**src/gmm_pkg.sv**
```systemverilog
// Shared types and codes for the gossip membership merge block.
// No dependencies; every other file imports this package.
package gmm_pkg;

    localparam int KEY_W         = 32;
    localparam int GEN_W         = 64;
    localparam int STATUS_W      = 3;
    localparam int ENTRY_INDEX_W = 6;
    localparam int CFG_IDX_W     = 1;
    localparam int CFG_DATA_W    = 64;

    // Register indexes on the configuration port
    localparam logic [CFG_IDX_W-1:0] CFG_SELF_KEY = 1'd0;
    localparam logic [CFG_IDX_W-1:0] CFG_BOOT_GEN = 1'd1;

    // Result status codes
    localparam logic [STATUS_W-1:0] ST_IGNORED = 3'd0;
    localparam logic [STATUS_W-1:0] ST_LEARNED = 3'd1;
    localparam logic [STATUS_W-1:0] ST_UPDATED = 3'd2;
    localparam logic [STATUS_W-1:0] ST_DEAD    = 3'd3;
    localparam logic [STATUS_W-1:0] ST_REFUTED = 3'd4;
    localparam logic [STATUS_W-1:0] ST_FULL    = 3'd5;
    localparam logic [STATUS_W-1:0] ST_REVIVED = 3'd6;

    // Input function codes
    localparam logic FUNC_MERGE = 1'b0;
    localparam logic FUNC_INTRO = 1'b1;

    // Depth of the queue between the front and back parts
    localparam int JOB_Q_DEPTH = 2;
    localparam int JOB_Q_PW    = $clog2(JOB_Q_DEPTH);

    typedef struct packed {
        logic             func;
        logic [KEY_W-1:0] member_key;
        logic             is_dead;
        logic [GEN_W-1:0] generation;
    } t_in_item;

    typedef struct packed {
        logic [STATUS_W-1:0]      status;
        logic                     view_changed;
        logic [ENTRY_INDEX_W-1:0] entry_index;
        logic                     entry_dead;
        logic [GEN_W-1:0]         entry_generation;
        logic [GEN_W-1:0]         own_generation;
    } t_out_item;

    // Classified item as it travels from front to back
    typedef struct packed {
        logic             func;
        logic [KEY_W-1:0] member_key;
        logic             is_dead;
        logic [GEN_W-1:0] generation;
        logic             is_self;
    } t_job;

    typedef struct packed {
        logic [KEY_W-1:0] key;
        logic [GEN_W-1:0] generation;
        logic             dead;
    } t_entry;

    typedef struct packed {
        logic                  we;
        logic [CFG_IDX_W-1:0]  idx;
        logic [CFG_DATA_W-1:0] data;
    } t_cfg;

endpackage

```
**src/gmm_front.sv**
```systemverilog
// Front part: holds the self key and tags each incoming transaction as self or peer.
// Depends on gmm_pkg.
module gmm_front
    import gmm_pkg::*;
(
    input  logic     i_clk,
    input  logic     i_rst_n,
    input  t_cfg     i_cfg,
    input  logic     i_push,
    input  t_in_item i_item,
    output logic     o_q_push,
    output t_job     o_job
);

    logic [KEY_W-1:0] r_self_key;
    logic [KEY_W-1:0] n_self_key;

    always_comb begin
        n_self_key = r_self_key;
        if (i_cfg.we && i_cfg.idx == CFG_SELF_KEY) begin
            n_self_key = i_cfg.data[KEY_W-1:0];
        end
    end

    always_ff @(posedge i_clk) begin
        if (!i_rst_n) begin
            r_self_key <= '0;
        end else begin
            r_self_key <= n_self_key;
        end
    end

    assign o_q_push         = i_push;
    assign o_job.func       = i_item.func;
    assign o_job.member_key = i_item.member_key;
    assign o_job.is_dead    = i_item.is_dead;
    assign o_job.generation = i_item.generation;
    assign o_job.is_self    = (i_item.member_key == r_self_key);

endmodule

```
**config.mk**
```make
export PLATFORM = sky130hd
export DESIGN_NAME = gmm_front
export DESIGN_NICKNAME = d
export VERILOG_FILES = /design/src/gmm_pkg.sv /design/src/gmm_front.sv
export SDC_FILE = /design/constraint.sdc
export NUM_CORES = 1
export LEC_CHECK = 0
export BUFFER_PORTS_ARGS = -buffer_cell sky130_fd_sc_hd__buf_2
export CAP_MARGIN = 5
export CORE_ASPECT_RATIO = 1.5
export CORE_MARGIN = 5
export CORE_UTILIZATION = 25
export DETAILED_ROUTE_END_ITERATION = 12
export PLACE_DENSITY = 0.7
export SLEW_MARGIN = 20
export SYNTH_ARGS = -nofsm -noshare
export SYNTH_HDL_FRONTEND = slang
export SYNTH_SLANG_ARGS = --single-unit
export TNS_END_PERCENT = 5
```
**constraint.sdc**
```tcl
create_clock -name i_clk -period 1.3 [get_ports i_clk]
set_input_delay 0.195 -clock i_clk [delete_from_list [all_inputs] [get_ports i_clk]]
set_output_delay 0.195 -clock i_clk [all_outputs]
set_load 0.05 [all_outputs]
```
==> run metrics, run 1 <==
critical path peak fanout=2; Routed WL per cell=about 15 um; Synth Cell Area=2280 sq um; max cap viols=0; Rows=42; violated checks=negative setup slack; Leak=1.16 nW; Final nets=460; Cells after Synth=282; CTS clk-pin slew, worst paths=0.05 ns; syn_nets=449; Die Y=127 um; R2R Path Start=r_self_key[16]; vias in the first global route=1,781; Worst Hold Path EP=r_self_key[18]; first-pass GRT wire length=slightly below 9000 um; synth-to-layout area growth=6.47%; Register-to-Register Path Depth=2; commonest non-fill, non-tap cell in the layout=buf_2; crit-path cells=xor2_1 > nor4_1 > buf_4 > nand4_1 > nor2_4 > buf_8; antenna violations before repair=3; Starting Density=0.257; startpoint types=flop; WP depth=6; post-synthesis sequential area ratio=0.281; routed vias/inst=between 4 and 5; largest reg by FF count=r_self_key; Setup CP Type=flop to primary output; Post CTS Setup Buffer Count=0; core area=a little under 9000 sq um; TritonCTS Buffers=5; CTS tree=built; fin cells=404; Final Hold Fails=0; IO Port Bufs=100; # clock sinks=32; die area=approximately 11,000 sq um; Slew Viols, Final=0; RSZ-0062 raised after global routing=true; type of the tightest min-delay check=input port to flop; worst hold start=i_cfg[18]; critical path arrival=between 1.5 and 2 ns; placed insts=396; average size of a mapped cell=8.10 sq um; Data required, critical path=1.11 ns; Buf/Inv on CP=2; CTS Buffer Depth=2; slew margin rel.=0.817; CTS H-tree lvls=2; vias=1,683; biggest regs=r_self_key (32); final setup violation count=1; Detailed Place HPWL=between 4000 and 5000 um; placer congestion estimate=slightly above 0.7; I/O pin count=267; Pwr per Cell Area=1160 nW/um^2; hold depth=3; TritonRoute pass-1 iters=4; Worst-Margin Slew=0.273 ns; max reg flops=32; post-place setup slack=-0.412 ns; yosys warns=0; Worst R2R End=r_self_key[16]; gr usage total=0.107; Hold Buf Count CTS=0; die width=88.0 um; clk root buf=clkbuf_16; layout cells sized above 1=0.449; status=finished with violations; commonest cells after routing, fill and taps aside=buf_2 (99), nand2_1 (64), xor2_1 (32), a21boi_1 (30), dfxtp_1 (23); diode count=0; CP max-delay cell=dfxtp_2; Fill cells=995; largest net degree at the start of global routing=33; synthesized flop and latch total=32; maximum clock rate=0.536 GHz; DRC viols=0; Worst Skew=0 ns; Setup WS post-layout=-0.565 ns; reg2reg setup slack=0.65 ns; family with the most delay on the worst path=simple AND/OR/NAND/NOR gates; peak supply drop=0.410 mV; CP max stage delay=0.32 ns; Unique masters post-synth=14; Tmin final=1.87 ns; DRT iter0 DRCs=43; Worst setup EP type=primary output; worst skew pair latency=0.27 ns; routed wire length=5990 um; Post-DRT Antenna Nets=0; gr ovfl total=0; final worst-path cycle share=1.43
## through the flow
stage	util	instance area (sq um)	setup TNS (ns)	power [mW]	hold WS [ns]
floorplan	-	2300	-0.0630	2.06	0.322
global placement	0.255	2270	-0.401	1.68	0.390
detailed placement	0.255	2270	-0.412	1.69	0.390
CTS	0.272	2420	-0.621	2.89	0.142
global route	0.274	2430	-0.663	2.97	0.146
finish	0.274	2430	-0.565	2.82	0.152
## where the power goes
| group | switching, mW | total (mW) | internal [mW] |
|---|---|---|---|
| sequential | 0.0293 | 1.06 | 1.03 |
| clock | 0.399 | 1.16 | 0.763 |
| combinational | 0.372 | 0.595 | 0.223 |
| total | 0.801 | 2.82 | 2.02 |
## worst max path at each step
| stage | start | endpoint | slack, ns |
|---|---|---|---|
| global placement | i_item[70] | o_job[0] | -0.40 |
| detailed placement | i_item[82] | o_job[0] | -0.41 |
| global route | r_self_key[25] | o_job[0] | -0.66 |
| finish | r_self_key[11] | o_job[0] | -0.57 |
| floorplan | r_self_key[17] | o_job[0] | -0.06 |
| CTS | r_self_key[13] | o_job[0] | -0.62 |
## kinds of logic (layout without fill, tap and decap cells)
family / count (synthesis) / count (layout) / synth area share
XOR/XNOR: 32 / 32 / 0.123
buffers and inverters: 109 / 121 / 0.349
flip-flops: 32 / 32 / 0.281
AO/OA/AOI/OAI: 32 / 32 / 0.105
AND/OR/NAND/NOR: 77 / 77 / 0.142
## worst register-to-register path, delay by kind of cell, from the launching register on
family	cells	cell delay, ns
simple gates	1	0.06
compound gates	1	0.16
flops	1	0.35
## timing repair
action                                  4_1_cts  5_1_grt
pin swaps                                     2        4
gates resized for setup                       3        3
hold endpoints to repair                      0        0
endpoints found under the setup margin        1        1
## synthesized netlist by cell type
library cell  number  area (sq um)
nor2_1             1          3.75
xor2_1            32           280
nor4_1             7          43.8
a21boi_0           2          15.0
nand4_1            2          12.5
a21boi_1          30           225
buf_4            102           766
buf_2              4          20.0
nand2_1           64           240
nor2b_1            1          6.26
dfxtp_1           32           641
nand2b_1           1          6.26
nor4_2             1          12.5
clkbuf_1           3          11.3
## layer usage
metal / GRT usage / up-vias / share of wire
li1: - / 814 / -
met1: 0.0871 / 738 / 0.28
met2: 0.199 / 71 / 0.56
met3: 0.0341 / 56 / 0.098
met4: 0.0907 / 4 / 0.064
met5: 0 / - / 0.0023
## area by class of cell
cell class | instances | area, sq um | share of cell area
multi-input cells | 141 | 862 | 0.355
flip-flops and latches | 32 | 652 | 0.268
repair buffers | 113 | 633 | 0.260
clock buffers | 8 | 146 | 0.0602
well taps | 110 | 138 | 0.0566
No activity file was read; power rests on OpenSTA's default activity.
==> run 2, diff against run 1 <==
Settings changed: CORE_ASPECT_RATIO 1.5 to default, RECOVER_POWER from default to 25.
==> run 2 against run 1 <==
Net effect:
- worst hold slack lost 0.017 ns
- sequential share of layout area grew 0.66 points
- setup slack is essentially flat
- count of clock-buffer cells in the layout shrank 2
- via count shrank 3.4%
- the flow still finishes with violations (negative setup slack)
- clock skew is the same
- non-clock buffer count shrank 5
- register-to-register slack gained 0.03 ns
- largest cell class unchanged
- die area shrank 0.36%
- combinational power shrank 1%
==> run metrics, run 2 (synthesized netlist as in run 1, its figures left out) <==
Setup CP Type=flop to primary output; type of the tightest min-delay check=input port to flop; DRT iter0 DRCs=22; setup TNS=-0.566 ns; CTS H-tree lvls=2; final setup violation count=1; max reg flops=32; CTS tree=built; commonest cells after routing, fill and taps aside=buf_2 (99), nand2_1 (64), xor2_1 (32), a21boi_1 (30), dfxtp_1 (24); Final Hold Fails=0; synth-to-layout area growth=3.73%; Worst setup EP type=primary output; commonest non-fill, non-tap cell in the layout=buf_2; IO Port Bufs=100; critical path arrival=1.67 ns; CTS Buffer Depth=2; Tmin final=1.87 ns; DRC viols=0; Leak=1.12 nW; vias in the first global route=1,635; Starting Density=0.259; gr usage total=0.0951; slew margin rel.=0.749; Final nets=455; Die Y=106 um; Hold Buf Count CTS=0; biggest regs=r_self_key (32); Data required, critical path=around 1.1 ns; die width=between 100 and 150 um; routed vias/inst=a little over 4; clk root buf=clkbuf_8; maximum clock rate=0.536 GHz; violated checks=negative setup slack; routed wire length=between 5000 and 6000 um; Rows=34; Fill cells=between 900 and 1,000; peak supply drop=0.398 mV; vias=1,625; critical path peak fanout=2; gr ovfl total=0; TritonCTS Buffers=5; first-pass GRT wire length=8220 um; startpoint types=flop; placer congestion estimate=about 0.7; Detailed Place HPWL=4310 um; status=finished with violations; antenna violations before repair=2; Routed WL per cell=13.9 um; CP max-delay cell=nor4_1; die area=11,100 sq um; # clock sinks=32; crit-path cells=xor2_1 > nor4_1 > nand4_1 > nor2_4 > buf_6; RSZ-0062 raised after global routing=true; Post-DRT Antenna Nets=0; layout cells sized above 1=0.443; Multi-input gate area=868 sq um; Setup WS post-layout=-0.566 ns; Pwr per Cell Area=1100 nW/um^2; Worst Skew=0 ns; CTS clk-pin slew, worst paths=0.07 ns; core area=between 8000 and 9000 sq um; worst skew pair latency=0.28 ns; post-place setup slack=-0.451 ns; TritonRoute pass-1 iters=3; CP max stage delay=0.39 ns; Reg area=651 sq um; Worst-Margin Slew=0.373 ns; Slew Viols, Final=0; largest net degree at the start of global routing=33; max cap viols=0; I/O pin count=approximately 270; final worst-path cycle share=1.44; largest reg by FF count=r_self_key
run 2: cell types whose count changed in the layout (fill, tap and decap cells not counted), sizes merged:
cell,previous run,this run
buf,113,108
clkbuf,8,6
bufinv,0,1
clkinv,0,1
diode,0,1
run 2: cell type report:
class	instances	area share
Multi-Input combinational cell	141	0.367
Sequential cell	32	0.275
Clock inverter	2	0.0148
Antenna cell	1	0.00106
Timing Repair Buffer	108	0.255
Tap cell	108	0.0571
Clock buffer	6	0.0306
run 2: power by group:
| group | internal (mW) | switching, mW | total [mW] |
|---|---|---|---|
| logic | 0.219 | 0.371 | 0.589 |
| registers | 1.03 | 0.0289 | 1.06 |
| clock network | 0.569 | 0.392 | 0.961 |
run 2: path summary, 6_finish.rpt:
path                  start        endpoint  slack [ns]  depth (start not counted)
max          r_self_key[27]        o_job[0]       -0.57                          5
min reg2reg  r_self_key[19]  r_self_key[19]        0.46                          2
min                i_cfg[5]   r_self_key[5]        0.14                          3
max reg2reg  r_self_key[31]  r_self_key[31]        0.68                          2
run 2: through the flow:
| stage | instance area, sq um | util | hold slack, ns | instances | total power, mW |
|---|---|---|---|---|---|
| floorplan | 2300 | - | 0.322 | 282 | 2.06 |
| global placement | 2240 | 0.254 | 0.390 | 389 | 1.67 |
| detailed placement | 2240 | 0.254 | 0.390 | 389 | 1.68 |
| CTS | 2370 | 0.269 | 0.126 | 397 | 2.68 |
| global route | 2370 | 0.269 | 0.133 | 397 | 2.76 |
| finish | 2370 | 0.269 | 0.135 | 398 | 2.61 |
run 2: metal layers:
metal | share of wire | track usage | vias up
met5 | 0.0052 | 0 | -
li1 | - | - | 808
met1 | 0.37 | 0.0965 | 720
met4 | 0.024 | 0.0463 | 4
met3 | 0.10 | 0.0373 | 23
met2 | 0.49 | 0.170 | 70
run 2: timing repair:
action	CTS	global route
endpoints found under the setup margin	1	1
buffers inserted	0	0
gates resized for setup	5	0
pin swaps	4	1
run 2: worst max-delay path: cells and delay by family, from the launching register on:
| family | cells | cell delay (ns) |
|---|---|---|
| buf+inv | 1 | 0.16 |
| flops | 1 | 0.32 |
| simple gates | 3 | 0.75 |
| xor+xnor | 1 | 0.15 |
