File: config.mk
export PLATFORM = sky130hd
export DESIGN_NAME = gmm_fifo
export DESIGN_NICKNAME = d
export VERILOG_FILES = /design/src/gmm_pkg.sv /design/src/gmm_fifo.sv
export SDC_FILE = /design/constraint.sdc
export NUM_CORES = 1
export LEC_CHECK = 0
export ABC_CLOCK_PERIOD_IN_PS = 11600
export BUFFER_PORTS_ARGS = -buffer_cell sky130_fd_sc_hd__buf_4
export CELL_PAD_IN_SITES_DETAIL_PLACEMENT = 1
export CELL_PAD_IN_SITES_GLOBAL_PLACEMENT = 1
export CORE_UTILIZATION = 47
export CTS_CLUSTER_SIZE = 10
export DETAILED_ROUTE_END_ITERATION = 10
export MAX_ROUTING_LAYER = met4
export PLACE_DENSITY_LB_ADDON = 0.2
export SETUP_SLACK_MARGIN = 0.05
export SYNTH_ARGS = -nofsm -noshare
export SYNTH_HDL_FRONTEND = slang
export SYNTH_SLANG_ARGS = --single-unit
File: constraint.sdc
create_clock -name i_clk -period 11.6 [get_ports i_clk]
set_clock_uncertainty 0.05 [all_clocks]
set_input_delay 0 -clock i_clk [delete_from_list [all_inputs] [get_ports i_clk]]
set_output_delay 0 -clock i_clk [all_outputs]
set_load 0.02 [all_outputs]
File: src/gmm_pkg.sv
// Shared types and codes for the gossip membership merge block.
// No dependencies; every other file imports this package.
package gmm_pkg;

    localparam int KEY_W         = 32;
    localparam int GEN_W         = 64;
    localparam int STATUS_W      = 3;
    localparam int ENTRY_INDEX_W = 6;
    localparam int CFG_IDX_W     = 1;
    localparam int CFG_DATA_W    = 64;

    // Register indexes on the configuration port
    localparam logic [CFG_IDX_W-1:0] CFG_SELF_KEY = 1'd0;
    localparam logic [CFG_IDX_W-1:0] CFG_BOOT_GEN = 1'd1;

    // Result status codes
    localparam logic [STATUS_W-1:0] ST_IGNORED = 3'd0;
    localparam logic [STATUS_W-1:0] ST_LEARNED = 3'd1;
    localparam logic [STATUS_W-1:0] ST_UPDATED = 3'd2;
    localparam logic [STATUS_W-1:0] ST_DEAD    = 3'd3;
    localparam logic [STATUS_W-1:0] ST_REFUTED = 3'd4;
    localparam logic [STATUS_W-1:0] ST_FULL    = 3'd5;
    localparam logic [STATUS_W-1:0] ST_REVIVED = 3'd6;

    // Input function codes
    localparam logic FUNC_MERGE = 1'b0;
    localparam logic FUNC_INTRO = 1'b1;

    // Depth of the queue between the front and back parts
    localparam int JOB_Q_DEPTH = 2;
    localparam int JOB_Q_PW    = $clog2(JOB_Q_DEPTH);

    typedef struct packed {
        logic             func;
        logic [KEY_W-1:0] member_key;
        logic             is_dead;
        logic [GEN_W-1:0] generation;
    } t_in_item;

    typedef struct packed {
        logic [STATUS_W-1:0]      status;
        logic                     view_changed;
        logic [ENTRY_INDEX_W-1:0] entry_index;
        logic                     entry_dead;
        logic [GEN_W-1:0]         entry_generation;
        logic [GEN_W-1:0]         own_generation;
    } t_out_item;

    // Classified item as it travels from front to back
    typedef struct packed {
        logic             func;
        logic [KEY_W-1:0] member_key;
        logic             is_dead;
        logic [GEN_W-1:0] generation;
        logic             is_self;
    } t_job;

    typedef struct packed {
        logic [KEY_W-1:0] key;
        logic [GEN_W-1:0] generation;
        logic             dead;
    } t_entry;

    typedef struct packed {
        logic                  we;
        logic [CFG_IDX_W-1:0]  idx;
        logic [CFG_DATA_W-1:0] data;
    } t_cfg;

endpackage

File: src/gmm_fifo.sv
// Short queue of classified jobs between the front and back parts.
// Depends on gmm_pkg.
module gmm_fifo
    import gmm_pkg::*;
(
    input  logic i_clk,
    input  logic i_rst_n,
    input  logic i_push,
    output logic o_full,
    input  t_job i_data,
    output logic o_valid,
    input  logic i_pop,
    output t_job o_data
);

    t_job                r_slot [JOB_Q_DEPTH];
    logic [JOB_Q_PW-1:0] r_wr_ptr;
    logic [JOB_Q_PW-1:0] r_rd_ptr;
    logic [JOB_Q_PW:0]   r_fill;
    logic                do_push;
    logic                do_pop;

    assign o_full  = (r_fill == (JOB_Q_PW+1)'(JOB_Q_DEPTH));
    assign o_valid = (r_fill != '0);
    assign do_push = i_push && !o_full;
    assign do_pop  = i_pop && o_valid;
    assign o_data  = r_slot[r_rd_ptr];

    always_ff @(posedge i_clk) begin
        if (do_push) begin
            r_slot[r_wr_ptr] <= i_data;
        end
    end

    always_ff @(posedge i_clk) begin
        if (!i_rst_n) begin
            r_wr_ptr <= '0;
            r_rd_ptr <= '0;
            r_fill   <= '0;
        end else begin
            if (do_push) begin
                r_wr_ptr <= (r_wr_ptr == JOB_Q_PW'(JOB_Q_DEPTH-1)) ? '0 : r_wr_ptr + 1'b1;
            end
            if (do_pop) begin
                r_rd_ptr <= (r_rd_ptr == JOB_Q_PW'(JOB_Q_DEPTH-1)) ? '0 : r_rd_ptr + 1'b1;
            end
            if (do_push && !do_pop) begin
                r_fill <= r_fill + 1'b1;
            end else if (do_pop && !do_push) begin
                r_fill <= r_fill - 1'b1;
            end
        end
    end

endmodule

==> results of run 1 <==
flip-flops by register name (all words and copies together), names as in the netlist, named ones only:
register	flops
r_wr_ptr	1
r_fill	2
r_slot	198
r_rd_ptr	1
path summary, 6_finish.rpt:
check | slack [ns] | to
hold / removal | 0.18 | r_slot[1][19]$_DFFE_PP_
setup reg to reg | 9.14 | r_slot[1][66]$_DFFE_PP_
setup / recovery | 8.89 | o_data[84]
hold reg to reg | 0.50 | r_fill[1]$_SDFFE_PN0P_
kinds of logic after synthesis:
family	share of synthesized area, %
AOI/OAI and AO/OA	0.439
and+or+nand+nor	0.777
adders and majority gates	0.169
muxes	15.6
xor gates and xnor gates	0.355
DFF	81.6
buffers and inverters	1.10
cell usage after synthesis, drive strengths merged:
| cell | count | area, µm² |
|---|---|---|
| nand2b | 1 | 6.26 |
| xnor2 | 2 | 17.5 |
| ha | 1 | 12.5 |
| or3 | 1 | 6.26 |
| or2 | 1 | 6.26 |
| nor3 | 1 | 10.0 |
| mux2 | 99 | 1150 |
| o21ai | 2 | 10.0 |
| dfxtp | 5 | 100 |
| buf | 11 | 73.8 |
| a21boi | 2 | 15.0 |
| and2 | 3 | 18.8 |
| xor2 | 1 | 8.76 |
| edfxtp | 198 | 5950 |
| and3 | 1 | 6.26 |
| inv | 2 | 7.50 |
| o21a | 1 | 7.51 |
| nor2 | 1 | 3.75 |
stage by stage:
step	power (mW)	worst slack (ns)
floorplan	1.38	6.58
global placement	1.62	9.24
detailed placement	1.64	9.18
CTS	2.33	8.88
global route	2.41	8.77
finish	2.32	8.89
area by class of cell:
| type | instances | area (µm²) | share of cell area [%] |
|---|---|---|---|
| Timing Repair Buffer | 310 | 2580 | 23.8 |
| Clock inverter | 1 | 5.00 | 0.0460 |
| Clock buffer | 36 | 667 | 6.13 |
| Tap cell | 211 | 264 | 2.43 |
| Inverter | 2 | 7.51 | 0.0691 |
| Sequential cell | 203 | 6050 | 55.7 |
| Multi-Input combinational cell | 117 | 1290 | 11.9 |
layer usage:
| metal | part of all wire [%] | vias up | GRT usage [%] |
|---|---|---|---|
| met5 | 0 | - | - |
| met4 | 2.5 | 0 | 6.93 |
| met3 | 4.8 | 32 | 4.31 |
| met2 | 57 | 140 | 44.2 |
| met1 | 36 | 2132 | 24.3 |
| li1 | - | 1963 | - |
where the power goes:
| part | internal [mW] | switching (mW) |
|---|---|---|
| clock | 0.391 | 0.268 |
| sequential | 0.925 | 0.0428 |
| combinational | 0.328 | 0.371 |
| total | 1.64 | 0.681 |
==> results.yml, run 1 <==
yosys:
  syn_inst: 333
  synthesis.nets: 437
  syn-mean-instance-area_um2: 22.2
  seq_area_frac_synth_pct: 81.6
  ys_warn_count: 0
  ys_types: 23
  synth_seq_cells: 203
  syn_area_mm2: 0.00741
sta:
  finalSetupViolations: 0
  finalMaxSlewViolations: 0
  hold_violations: 0
  rsz0062_at_grt: "false"
  fmax_ghz: 0.369
  worstMarginPinSlew_ns: 1.08
  whs_ns: 0.176
  finalCritPeriodShare_pct: 23.4
  period_minus_slack_ns: 2.71
  maxSlewHeadroom_pct: 28.2
  tns_ns: 0
placed_design:
  dp_hpwl_um: 9770
  dp_cells: 740
  numPortBuffers: 203
  gp_congestion: 0.695
  dpl-instance-area_mm2: 0.00917
routing:
  vias: 4267
  via_per_inst: 4.85
  drtAntennaViolNets: 0
  remaining_drc_errors: 0
  routedWlPerCell_um: 20.7
  dr.pass1.iters: 4
  totalWireLength_um: 18200
  first_iter_violations: 161
flow_run:
  cap_violations: 0
clock_tree:
  clkTransAtPathRegs_ns: 0.06
  clockBufferDepth: 3
  tritoncts: "done"
  clk_latency_ns: 0.50
  clock-sinks: 203
  cts_setup_buffers: 0
  numCtsBuffers: 24
  root_buffer: "clkbuf_16"
  cts_max_level: 1
  cts_resized: 0
  cts.hold.buffers_added: 103
setup_path:
  crit_required_ns: 11.55
  crit_type: "reg -> out"
  path_depth: 3
  path_common_cell: "buf_4"
  cp_max_fo: 69
  rr_worst_depth: 3
  cp_top_family: "buffers and inverters"
  crit_chain: "buf_4 > mux2_2 > buf_4"
  r2r-start: "r_fill[0]$_SDFFE_PN0P_"
  cpMaxStageDelayCell: "buf_4"
  critPathMaxStageDelay_ns: 0.82
  worst-path-buf-inv: 2
  start_kind: "register"
  end_kind: "output port"
  cp_data_arrival_time_ns: 2.66
run_status:
  status: "complete, no violations"
pwr:
  vdd.ir_drop.worst_mv: 0.153
  p_leak_nw: 4.10
  pwr_density_cell_mw_per_mm2: 214
floorplanning:
  io_pins: 204
  die_x_um: 128
  die-area_mm2: 0.0163
  die_h_um: 128
  initial_core_util_pct: 48.4
  core_area_mm2: 0.0153
  rows: 45
global_routing:
  first_global_vias: 4890
  antenna_found_initial: 0
  gr-total-overflow: 0
  grt_max_degree: 77
  grt_use_total_pct: 23.3
  grt_pass1_wl_um: 27100
cells_and_area:
  final_common_cell: "buf_4"
  syn2layout_area_growth_pct: 46.7
  diodes: 0
  post_layout_nonfiller_instances: 880
  fin_area_mm2: 0.0109
  most-common-layout-cells: "207 x buf_4, 198 x edfxtp_1, 103 x dlygate4sd3_1"
  fin_util_pct: 71.0
  drive_above_1_share_pct: 50.4
  fill_cells: 1304
  layout.nets: 762
worst_hold_path:
  min_from: "i_data[19]"
  hold_depth: 2
  hold_class: "in -> reg"
Power figures use the tool's default switching activity.
==> run 2: changes to the inputs <==
Settings changed: ABC_CLOCK_PERIOD_IN_PS 11600 to 2200, CORE_UTILIZATION 47 to 40.
Clock period 11.6 ns to 2.2 ns, I/O delays scaled along.
==> results.yml, run 2 (same netlist as run 1, synthesis figures left out) <==
floorplanning:
  core_area_mm2: 0.0181
  initial_core_util_pct: 41.0
  io_pins: 204
  die_x_um: 138
  rows: 49
  die_h_um: 138
  die-area_mm2: 0.0191
placed_design:
  dp_hpwl_um: 9940
  numPortBuffers: 203
  gp_congestion: 0.714
  dpl-instance-area_mm2: 0.00929
sta:
  finalCritPeriodShare_pct: 91.9
  finalMaxSlewViolations: 0
  rsz0062_at_grt: "false"
  maxSlewHeadroom_pct: 73.3
  fmax_ghz: 0.495
  worstMarginPinSlew_ns: 0.400
  finalSetupViolations: 0
  period_minus_slack_ns: 2.02
  tns_ns: 0
  hold_violations: 0
cells_and_area:
  most-common-layout-cells: "203 x buf_4, 198 x edfxtp_1, 102 x dlygate4sd3_1"
  layout.nets: 763
  largest_reg_flops: 198
  seq_area_mm2: 0.00605
  regMostFlops: "r_slot"
  fill_cells: 1593
  final_common_cell: "buf_4"
  multi_input_area_mm2: 0.00130
  fin_util_pct: 60.9
  fin_area_mm2: 0.0110
  drive_above_1_share_pct: 50.2
  top_regs: "r_slot (198), r_fill (2)"
  syn2layout_area_growth_pct: 48.6
clock_tree:
  tritoncts: "done"
  clock-sinks: 203
  clkTransAtPathRegs_ns: 0.05
  clk_latency_ns: 0.49
  root_buffer: "clkbuf_16"
  cts_max_level: 1
  numCtsBuffers: 24
  clockBufferDepth: 3
worst_hold_path:
  hold_class: "in -> reg"
pwr:
  pwr_density_cell_mw_per_mm2: 1120
  vdd.ir_drop.worst_mv: 0.723
  p_leak_nw: 4.14
run_status:
  failed_checks: "design-rule violations"
  status: "finished with violations"
setup_path:
  end_kind: "output port"
  start_kind: "register"
  crit_type: "reg -> out"
  crit_required_ns: 2.15
  cp_max_fo: 43
  cp_data_arrival_time_ns: 1.97
routing:
  via_per_inst: 4.64
  first_iter_violations: 148
  dr.pass1.iters: 7
  vias: 4209
  totalWireLength_um: 16600
  drtAntennaViolNets: 0
  remaining_drc_errors: 24
  routedWlPerCell_um: 18.3
global_routing:
  antenna_found_initial: 1
  grt_max_degree: 53
  first_global_vias: 4680
  gr-total-overflow: 0
  grt_use_total_pct: 18.2
  grt_pass1_wl_um: 26000
flow_run:
  cap_violations: 0
run 2: changes by cell type in the layout (fill, tap and decap cells not counted), sizes merged:
cell	delta
dlygate4sd3	-1
clkbuf	+8
diode	+1
buf	+2
clkinv	-1
run 2: what timing repair did:
item,CTS,global route
gates resized for setup,0,0
buffers inserted,0,0
endpoints found under the hold margin,203,0
hold buffers,102,0
run 2: critical path: stages (launching register included):
cell and delay [ns]:
dfxtp_4 0.60, buf_12 0.31, mux2_2 0.38, buf_4 0.16
run 2: layout make-up:
type                            count  area share (%)
Timing Repair Buffer              311            24.2
Inverter                            2          0.0909
Tap cell                          229            2.60
Sequential cell                   203            54.9
Antenna cell                        1          0.0227
Multi-Input combinational cell    117            11.8
Clock buffer                       44            6.33
run 2: through the flow:
| step | worst slack (ns) | hold slack, ns | total power [mW] | cells |
|---|---|---|---|---|
| floorplan | -1.23 | 0.0489 | 7.27 | 333 |
| global placement | 0.651 | 0.135 | 8.69 | 760 |
| detailed placement | 0.618 | 0.138 | 8.77 | 760 |
| CTS | 0.131 | 0.148 | 12.4 | 906 |
| global route | 0.0512 | 0.167 | 12.8 | 907 |
| finish | 0.179 | 0.145 | 12.3 | 907 |
run 2: layer usage:
metal	share of wire, %	vias up	track usage [%]
li1	-	1974	-
met1	39	2085	20.6
met2	54	131	32.7
met3	5.5	19	3.84
met4	1.5	0	5.03
met5	0	-	-
run 2: power by group:
part	switching [mW]	total, mW	internal, mW
registers	0.208	5.07	4.87
clock network	1.38	3.49	2.11
logic	1.93	3.74	1.81
run 2: worst paths after layout:
check | startpoint | slack, ns | cells past startpoint | endpoint
max | register | 0.18 | 3 | o_data[63]
min | i_push | 0.14 | 4 | r_slot[0][62]$_DFFE_PP_
max reg2reg | r_fill[0]$_SDFFE_PN0P_ | 0.23 | 6 | r_wr_ptr$_SDFFE_PN0P_
min reg2reg | r_fill[1]$_SDFFE_PN0P_ | 0.51 | 2 | r_fill[1]$_SDFFE_PN0P_
